[src/rtl/first_fit_heap_allocator_top_defines.svh]
// assertion macros for the heap allocator
`ifndef FIRST_FIT_HEAP_ALLOCATOR_TOP_DEFINES_SVH
`define FIRST_FIT_HEAP_ALLOCATOR_TOP_DEFINES_SVH
`define FFH_ASSERT(label, clk, rst_n, prop) \
	label: assert property (@(posedge clk) disable iff (!rst_n) (prop)) \
		else $error("assertion failed");
`define FFH_ASSERT_RST(label, clk, prop) \
	label: assert property (@(posedge clk) (prop)) else $error("assertion failed");
`endif

[src/rtl/ffha_pkg.sv]
package ffha_pkg;
	localparam int unsigned StatusW = 3;
	localparam logic [StatusW-1:0] ST_OK = 3'd0;
	localparam logic [StatusW-1:0] ST_NOFIT = 3'd1;
	localparam logic [StatusW-1:0] ST_ZERO = 3'd2;
	localparam logic [StatusW-1:0] ST_FREED = 3'd3;
	localparam logic [StatusW-1:0] ST_RANGE = 3'd4;
	localparam logic OP_ALLOC = 1'b0;
	localparam logic OP_FREE = 1'b1;
	localparam int unsigned RegIdxW = 1;
	localparam logic [RegIdxW-1:0] REG_BASE = 1'b0;
	localparam logic [RegIdxW-1:0] REG_UNITS = 1'b1;

	typedef enum logic [13:0] {
		S_IDLE   = 14'b00000000000001,
		S_INIT   = 14'b00000000000010,
		S_ARD    = 14'b00000000000100,
		S_AEVAL  = 14'b00000000001000,
		S_SPLIT  = 14'b00000000010000,
		S_RLRD   = 14'b00000000100000,
		S_RLWR   = 14'b00000001000000,
		S_FRD    = 14'b00000010000000,
		S_FEVAL  = 14'b00000100000000,
		S_NXRD   = 14'b00001000000000,
		S_PVRD   = 14'b00010000000000,
		S_MERGE  = 14'b00100000000000,
		S_FWR    = 14'b01000000000000,
		S_DONE   = 14'b10000000000000
	} state_t;

	typedef enum logic [3:0] {
		C_NONE, C_INIT, C_RD_OFF, C_RD_NX, C_RD_PV, C_SPLIT, C_EXACT, C_ADV,
		C_RL_RD, C_RL_WR, C_NX_EVAL, C_PV_EVAL, C_FREE_WR
	} cmd_t;

	typedef struct packed {
		logic         at_end;
		logic         hdr_free;
		logic         fits_exact;
		logic         fits_split;
		logic         on_target;
		logic         past_target;
		logic         rl_in;
		logic         pv_ok;
		logic         addr_bad;
	} stat_t;
endpackage

[src/rtl/ffha_ctrl.sv]
`include "first_fit_heap_allocator_top_defines.svh"
module ffha_ctrl (
	input  logic             clk,
	input  logic             arst_n,
	input  logic             start,
	input  logic             operation,
	input  logic             req_zero,
	input  logic             cfg_we,
	input  ffha_pkg::stat_t  st,
	output ffha_pkg::cmd_t   cmd,
	output logic             busy,
	output logic             done,
	output logic [ffha_pkg::StatusW-1:0] status
);
	ffha_pkg::state_t state_q, nxt;
	logic [ffha_pkg::StatusW-1:0] status_q, status_d;
	logic is_free_q;

	always_ff @(posedge clk or negedge arst_n) begin
		if (!arst_n) begin
			state_q <= ffha_pkg::S_INIT;
			status_q <= ffha_pkg::ST_OK;
			is_free_q <= 1'b0;
		end else begin
			state_q <= nxt;
			status_q <= status_d;
			if (state_q == ffha_pkg::S_IDLE && start)
				is_free_q <= operation;
		end
	end

	always_comb begin
		nxt = state_q;
		cmd = ffha_pkg::C_NONE;
		status_d = status_q;
		unique case (state_q)
			ffha_pkg::S_IDLE: begin
				if (cfg_we) begin
					nxt = ffha_pkg::S_INIT;
				end else if (start) begin
					status_d = ffha_pkg::ST_OK;
					if (operation == ffha_pkg::OP_ALLOC) begin
						if (req_zero) begin
							status_d = ffha_pkg::ST_ZERO;
							nxt = ffha_pkg::S_DONE;
						end else begin
							cmd = ffha_pkg::C_RD_OFF;
							nxt = ffha_pkg::S_ARD;
						end
					end else begin
						cmd = ffha_pkg::C_RD_OFF;
						nxt = ffha_pkg::S_FRD;
					end
				end
			end
			ffha_pkg::S_INIT: begin
				cmd = ffha_pkg::C_INIT;
				nxt = ffha_pkg::S_IDLE;
			end
			ffha_pkg::S_ARD: nxt = ffha_pkg::S_AEVAL;
			ffha_pkg::S_AEVAL: begin
				if (st.hdr_free && st.fits_exact) begin
					cmd = ffha_pkg::C_EXACT;
					nxt = ffha_pkg::S_DONE;
				end else if (st.hdr_free && st.fits_split) begin
					cmd = ffha_pkg::C_SPLIT;
					nxt = ffha_pkg::S_SPLIT;
				end else begin
					cmd = ffha_pkg::C_ADV;
					if (st.at_end) begin
						status_d = ffha_pkg::ST_NOFIT;
						nxt = ffha_pkg::S_DONE;
					end else begin
						nxt = ffha_pkg::S_ARD;
					end
				end
			end
			ffha_pkg::S_SPLIT: begin
				cmd = ffha_pkg::C_RL_RD;
				nxt = ffha_pkg::S_RLRD;
			end
			ffha_pkg::S_RLRD: nxt = ffha_pkg::S_RLWR;
			ffha_pkg::S_RLWR: begin
				cmd = ffha_pkg::C_RL_WR;
				nxt = ffha_pkg::S_DONE;
			end
			ffha_pkg::S_FRD: begin
				if (st.addr_bad) begin
					status_d = ffha_pkg::ST_RANGE;
					nxt = ffha_pkg::S_DONE;
				end else begin
					nxt = ffha_pkg::S_FEVAL;
				end
			end
			ffha_pkg::S_FEVAL: begin
				if (st.on_target) begin
					if (st.hdr_free) begin
						status_d = ffha_pkg::ST_FREED;
						nxt = ffha_pkg::S_DONE;
					end else begin
						cmd = ffha_pkg::C_RD_NX;
						nxt = ffha_pkg::S_NXRD;
					end
				end else if (st.past_target || st.at_end) begin
					status_d = ffha_pkg::ST_RANGE;
					nxt = ffha_pkg::S_DONE;
				end else begin
					cmd = ffha_pkg::C_ADV;
					nxt = ffha_pkg::S_FRD;
				end
			end
			ffha_pkg::S_NXRD: begin
				cmd = ffha_pkg::C_NX_EVAL;
				nxt = ffha_pkg::S_PVRD;
			end
			ffha_pkg::S_PVRD: begin
				cmd = ffha_pkg::C_RD_PV;
				nxt = ffha_pkg::S_MERGE;
			end
			ffha_pkg::S_MERGE: begin
				cmd = ffha_pkg::C_PV_EVAL;
				nxt = ffha_pkg::S_FWR;
			end
			ffha_pkg::S_FWR: begin
				cmd = ffha_pkg::C_FREE_WR;
				nxt = ffha_pkg::S_RLRD;
			end
			ffha_pkg::S_DONE: nxt = ffha_pkg::S_IDLE;
			default: nxt = ffha_pkg::S_IDLE;
		endcase
	end

	assign busy = (state_q != ffha_pkg::S_IDLE) || cfg_we;
	assign done = (state_q == ffha_pkg::S_DONE);
	assign status = status_q;

	`FFH_ASSERT(a_onehot, clk, arst_n, $onehot(state_q))
	`FFH_ASSERT(a_done_once, clk, arst_n, done |=> !done)
	`FFH_ASSERT(a_free_ok_zero, clk, arst_n,
		(done && status_q == ffha_pkg::ST_ZERO) |-> !is_free_q)
endmodule

[config.mk]
export PLATFORM = sky130hd
export DESIGN_NAME = ffha_ctrl
export DESIGN_NICKNAME = d
export VERILOG_FILES = /design/src/rtl/ffha_pkg.sv /design/src/rtl/ffha_ctrl.sv
export VERILOG_INCLUDE_DIRS = /design/src /design/src/rtl
export SDC_FILE = /design/constraint.sdc
export NUM_CORES = 1
export LEC_CHECK = 0
export ABC_AREA = 1
export BUFFER_PORTS_ARGS = -buffer_cell sky130_fd_sc_hd__buf_2
export CORE_UTILIZATION = 44
export DETAILED_ROUTE_END_ITERATION = 10
export PLACE_DENSITY = 0.73
export SLEW_MARGIN = 20
export SYNTH_ARGS = -nofsm -noshare
export SYNTH_HDL_FRONTEND = slang
export SYNTH_SLANG_ARGS = --single-unit
[constraint.sdc]
create_clock -name clk -period 4 [get_ports clk]
set_clock_uncertainty 0.1 [all_clocks]
set_input_delay 0.6 -clock clk [delete_from_list [all_inputs] [get_ports clk]]
set_output_delay 0.6 -clock clk [all_outputs]
set_load 0.005 [all_outputs]
==> flow_summary.toml, run 1 <==
[status]
status = "completed"

[sta]
drv_slew = 0
relSlewSlack = 0.747
holdWs_ns = 0.106
rsz0062_at_grt = "no"
tns_ns = 0
period_share = 0.654
hold_viol = 0
setup_violations = 0
tightest_slew_ns = 0.380
fin_crit_ns = 2.62
max_freq_mhz = 382

[logic_synthesis]
synth.avg_cell_area_sq_um = 7.11
synth_largest_area_cell = "dfrtp_1"
ys_top_cells_by_area = "dfrtp_1 (31%), nand2_1 (11%), inv_1 (7.5%)"
syn-num-nets = 199
syn_area_sq_um = 1310
yosys_register_bits = 17
synth_cell_types = 27
yosysSeqAreaShare = 0.326
ys_warn_count = 0
synthCells = 184
synth.top_cell.area_share = 0.306

[die]
rows = 19
initial_core_util = 0.471
die_w_microns = 56.5
die_h_microns = 56.5
design.die.area_sq_um = 3200
core_sq_um = 2780
io_pins = 24

[cts]
cts.clk_slew.worst_paths_ns = 0.10
cts_made_buffers = 3
cts_hold_buf = 0
clock_latency_ns = 0.29
h-tree-depth = 1
post_cts_buffers = 0
clock_path_buffers = 2
tritoncts = "yes"
cts_root_buffer = "clkbuf_4"
cts_sinks = 17
ctsResizeCount = 0

[setup_path]
r2r_cells = 9
path_cells = "nor2_2 > nand2_4 > nor2_8 > nand4_2 > nand2_2 > nor2_1 > nand4_1 > buf_2"
slowest_stage = "dfrtp_1"
cp-start-kind = "register"
slowest_delay_ns = 0.42
reg2reg_from = "state_q[9]$_DFFE_PN0P_"
worst_ep_required_time_ns = 3.30
endpoint_kind = "output pin"
endpoint = "cmd[1]"
worst-path-stages = 8
cp_top_family = "simple AND/OR/NAND/NOR gates"
worstPathArrival_ns = 1.92
startpoint = "state_q[5]$_DFFE_PN0P_"
path_max_fanout = 10
path_buf_inv = 1
reg2reg_setup_slack_ns = 2.23
r2r_end = "status[0]$_DFFE_PN0P_"
crit_type = "register to output pin"

[final_layout]
drive_gt1_frac = 0.313
nFillCells = 290
num_antenna_cells = 0
multi_input_area_sq_um = 754
seqCellArea_sq_um = 427
synthToLayoutAreaGrowth_pct = 12.1
stdcell_count = 239
nets = 224

[route]
drt_wl_total_mm = 2.66
wl_per_cell_microns = 11.1
final_antenna_net_count = 0
drtPass1Iterations = 5
num_vias = 1179
drt_iter0_markers = 21
drc = 0
via_per_inst = 4.93

[global_route]
grt-ovfl-total = 0
grt_max_degree = 18
grt_pass1_wl_mm = 4.56
grt_pass1_vias = 1071
track_usage = 0.185
antenna_found_initial = 0

[place]
dp_hpwl_mm = 2.25
dpl.cell_count = 235
io_buffers = 21
gp_congestion = 0.861

[flow_run]
max_cap_violations = 0

[power]
p_per_area_nw_per_um2 = 434
p_leak_nw = 0.894
ir_worst_vdd_uv = 334

[worst_hold_path]
timing.hold.worst.class = "input pin to async pin"
cell families after synthesis:
logic type	after synthesis	share of synthesized area
compound gates	7	0.0315
simple gates	128	0.545
buf+inv	32	0.0975
flops	17	0.326
cell type report:
type,count,share of cell area
Clock buffer,4,0.0179
Inverter,31,0.0793
Multi-Input combinational cell,135,0.514
Sequential cell,17,0.291
Tap cell,31,0.0264
Timing Repair Buffer,21,0.0716
per-layer routing:
layer / up-vias / share of wire / global-route usage
li1: 628 / - / -
met1: 517 / 0.46 / 0.237
met2: 27 / 0.48 / 0.304
met3: 7 / 0.037 / 0.0230
met4: 0 / 0.024 / 0.0941
met5: - / 0 / 0
synth_stat cells:
cell,instances
nand2_1,38
inv_1,26
nor2_1,24
nand3_1,19
dfrtp_1,16
nor2_2,11
nand2_2,7
nand4_1,6
nand2_4,5
nor2_4,5
inv_2,4
o21ai_0,4
nand3_2,3
nand3b_1,2
nor3_1,2
buf_6,1
clkinv_1,1
dfstp_2,1
nand4_2,1
nor2_8,1
nor3_4,1
nor4_1,1
o211ai_1,1
o21ai_1,1
o21ai_2,1
or2_1,1
or2_2,1
layout by cell type, fill, tap and decap left out, types with 5 or more instances in the layout:
master and instances:
buf_2 21, dfrtp_1 16, inv_1 26, nand2_1 38, nand2_2 7, nand2_4 5
nand3_1 19, nand4_1 6, nor2_1 24, nor2_2 11, nor2_4 5
registers in the layout, summed over array words and instances (netlist names):
name	flops
state_q	14
status	3
how the worst min path moves through the flow:
stage,startpoint,endpoint,slack (ns),cells after the start
6_report,arst_n,state_q[8]$_DFFE_PN0P_,0.11,1
3_3_place_gp,status[2]$_DFFE_PN0P_,status[2]$_DFFE_PN0P_,0.36,2
2_1_floorplan,arst_n,state_q[0]$_DFFE_PN0P_,0.20,0
3_5_place_dp,status[2]$_DFFE_PN0P_,status[2]$_DFFE_PN0P_,0.36,2
5_1_grt,arst_n,state_q[8]$_DFFE_PN0P_,0.12,1
4_1_cts,arst_n,state_q[6]$_DFFE_PN0P_,0.13,1
power by group:
group | internal [W] | leakage [nW] | switching [W]
sequential | 0.000195 | 0.230 | 0.0000153
clock | 0.0000389 | 0.0150 | 0.0000545
combinational | 0.000113 | 0.649 | 0.000220
total | 0.000347 | 0.894 | 0.000289
through the flow:
step           area (sq um)  utilization  setup slack [ns]  total power, W
2_1_floorplan          1310            -              2.03        0.000483
3_3_place_gp           1440        0.518              1.71        0.000547
3_5_place_dp           1440        0.518              1.69        0.000552
4_1_cts                1470        0.528              1.36        0.000644
5_1_grt                1470        0.528              1.24        0.000695
6_report               1470        0.528              1.38        0.000636
worst reg2reg max path: stages (launching register included):
cell and delay [ns]:
dfrtp_1 0.40, nor2_2 0.18, nand2_2 0.11, nor2_4 0.29
nand2_1 0.19, nand3_2 0.12, nor2_2 0.06, nor2_4 0.11
nand3_1 0.09, nand2_1 0.06
No activity file was read; power rests on OpenSTA's default activity.
==> run 2: changes to the inputs <==
- PLACE_DENSITY: 0.73 -> 0.76
- clock period: 4 -> 2.25 ns (I/O delays scaled with it)
==> flow_summary.toml, run 2 (synthesis gave the netlist of run 1 again) <==
[sta]
setup_slack_ns = 0.0875
tns_ns = 0
hold_viol = 0
setup_violations = 0
holdWs_ns = 0.136
drv_slew = 0
relSlewSlack = 0.745
period_share = 0.961
tightest_slew_ns = 0.382
max_freq_mhz = 462
fin_crit_ns = 2.16

[final_layout]
nets = 231
drive_gt1_frac = 0.344
regMostFlops = "state_q"
layout_commonest_cell = "nand2_1"
num_antenna_cells = 0
post-route-cell-area_sq_um = 1570
stdcell_count = 246
synthToLayoutAreaGrowth_pct = 19.7
final_cell_mix = "nand2_1 (38), inv_1 (26), nor2_1 (22)"
largest_reg_flops = 14

[route]
drt_wl_total_mm = 2.79
via_per_inst = 5.02
num_vias = 1236
drtPass1Iterations = 4
drt_iter0_markers = 50
drc = 0
wl_per_cell_microns = 11.3
final_antenna_net_count = 0

[die]
die_w_microns = 56.5
io_pins = 24
die_h_microns = 56.5
core_sq_um = 2780
initial_core_util = 0.471
rows = 19
design.die.area_sq_um = 3200

[place]
pre_cts_ws_ns = 0.311
dpl.cell_count = 237
gp_congestion = 0.835
dp_hpwl_mm = 2.22
io_buffers = 21
placedInstanceArea_sq_um = 1460

[power]
pwr-share-comb = 0.555
clkPwrFrac = 0.133
seq_power_share = 0.311
ir_worst_vdd_uv = 649
intPower_w = 0.000675
p_leak_nw = 0.944
p_per_area_nw_per_um2 = 784
switchingPower_w = 0.000553
switching_share = 0.450

[setup_path]
slowest_stage = "dfrtp_1"
worst-path-stages = 9
worstPathArrival_ns = 1.72
slowest_delay_ns = 0.43
reg2reg_setup_slack_ns = 0.44
path_max_fanout = 5
r2r_end = "status[1]$_DFFE_PN0P_"
path_cells = "nor2_4 > nand2_4 > nor2_8 > buf_4 > nand2_2 > inv_1 > nor2_2 > nand4_1 > buf_2"
worst_ep_required_time_ns = 1.81
endpoint_kind = "output pin"
reg2reg_from = "state_q[12]$_DFFE_PN0P_"
r2r_cells = 10
cp-start-kind = "register"
crit_type = "register to output pin"
path_buf_inv = 3
endpoint = "cmd[1]"
startpoint = "state_q[0]$_DFFE_PN0P_"
cp_top_family = "simple AND/OR/NAND/NOR gates"

[worst_hold_path]
timing.hold.worst.class = "input pin to register"

[cts]
cts_sinks = 17
clock_path_buffers = 2
h-tree-depth = 1
tritoncts = "yes"
clock_latency_ns = 0.29
cts_made_buffers = 3
cts_root_buffer = "clkbuf_4"
cts.clk_slew.worst_paths_ns = 0.10

[status]
status = "completed"

[global_route]
antenna_found_initial = 0
grt-ovfl-total = 0
grt_pass1_vias = 1116
grt_max_degree = 18
grt_pass1_wl_mm = 4.70
track_usage = 0.188

[flow_run]
max_cap_violations = 0
[run 2: changes by cell type in the layout (fill, tap and decap cells not counted), sizes merged]
cell,before,now
buf,21,27
dlygate4sd3,0,1
[run 2: worst min-delay path by stage]
stage / start / to / slack, ns / cells after the start
6_report: st[6] / state_q[4]$_DFFE_PN0P_ / 0.14 / 2
2_1_floorplan: arst_n / state_q[0]$_DFFE_PN0P_ / -0.06 / 0
3_3_place_gp: arst_n / state_q[8]$_DFFE_PN0P_ / 0.18 / 1
3_5_place_dp: arst_n / state_q[8]$_DFFE_PN0P_ / 0.19 / 1
4_1_cts: st[6] / state_q[4]$_DFFE_PN0P_ / 0.13 / 2
5_1_grt: st[6] / state_q[4]$_DFFE_PN0P_ / 0.11 / 2
[run 2: final cells by class]
cell class                 count  area [sq um]
fill                         258          1210
multi-input combinational    135           798
inverter                      31           116
sequential                    17           427
clock buffer                   4          26.3
timing repair buffer          28           160
tap                           31          38.8
[run 2: per-layer routing]
layer,track usage,routed length [microns],vias up
met3,0.0230,137,9
met4,0.0523,57,0
met5,0,0,-
li1,-,-,645
met2,0.323,1330,41
met1,0.248,1260,541
[run 2: stage by stage]
stage,total power [W],utilization
2_1_floorplan,0.000858,-
3_3_place_gp,0.000991,0.524
3_5_place_dp,0.00100,0.524
4_1_cts,0.00117,0.540
5_1_grt,0.00132,0.563
6_report,0.00123,0.563
[run 2: worst reg2reg max path: stages (launching register included)]
cell     delay, ns
dfrtp_1       0.41
nor2_2        0.17
nand2_2       0.11
nor2_4        0.21
buf_4         0.19
nand2_1       0.13
nand3_2       0.12
nor2_2        0.06
nor2_4        0.11
nand3_1       0.08
nand2_1       0.06
[run 2: what timing repair did]
item                                    in CTS  in global routing
gates resized for setup                      2                  7
pin swaps                                    0                  6
setup buffers                                0                  4
hold endpoints to repair                    16                  0
endpoints found under the setup margin       3                  3
hold buffers                                 1                  0
[run 2: power groups by stage]
stage	Clock (W)	Sequential, W	Combinational [W]
after global routing	0.000185	0.000386	0.000749
after detailed placement	0	0.000380	0.000620
after global placement	0	0.000379	0.000612
final	0.000164	0.000383	0.000682
after floorplan	0	0.000377	0.000481
after CTS	0.000167	0.000376	0.000624
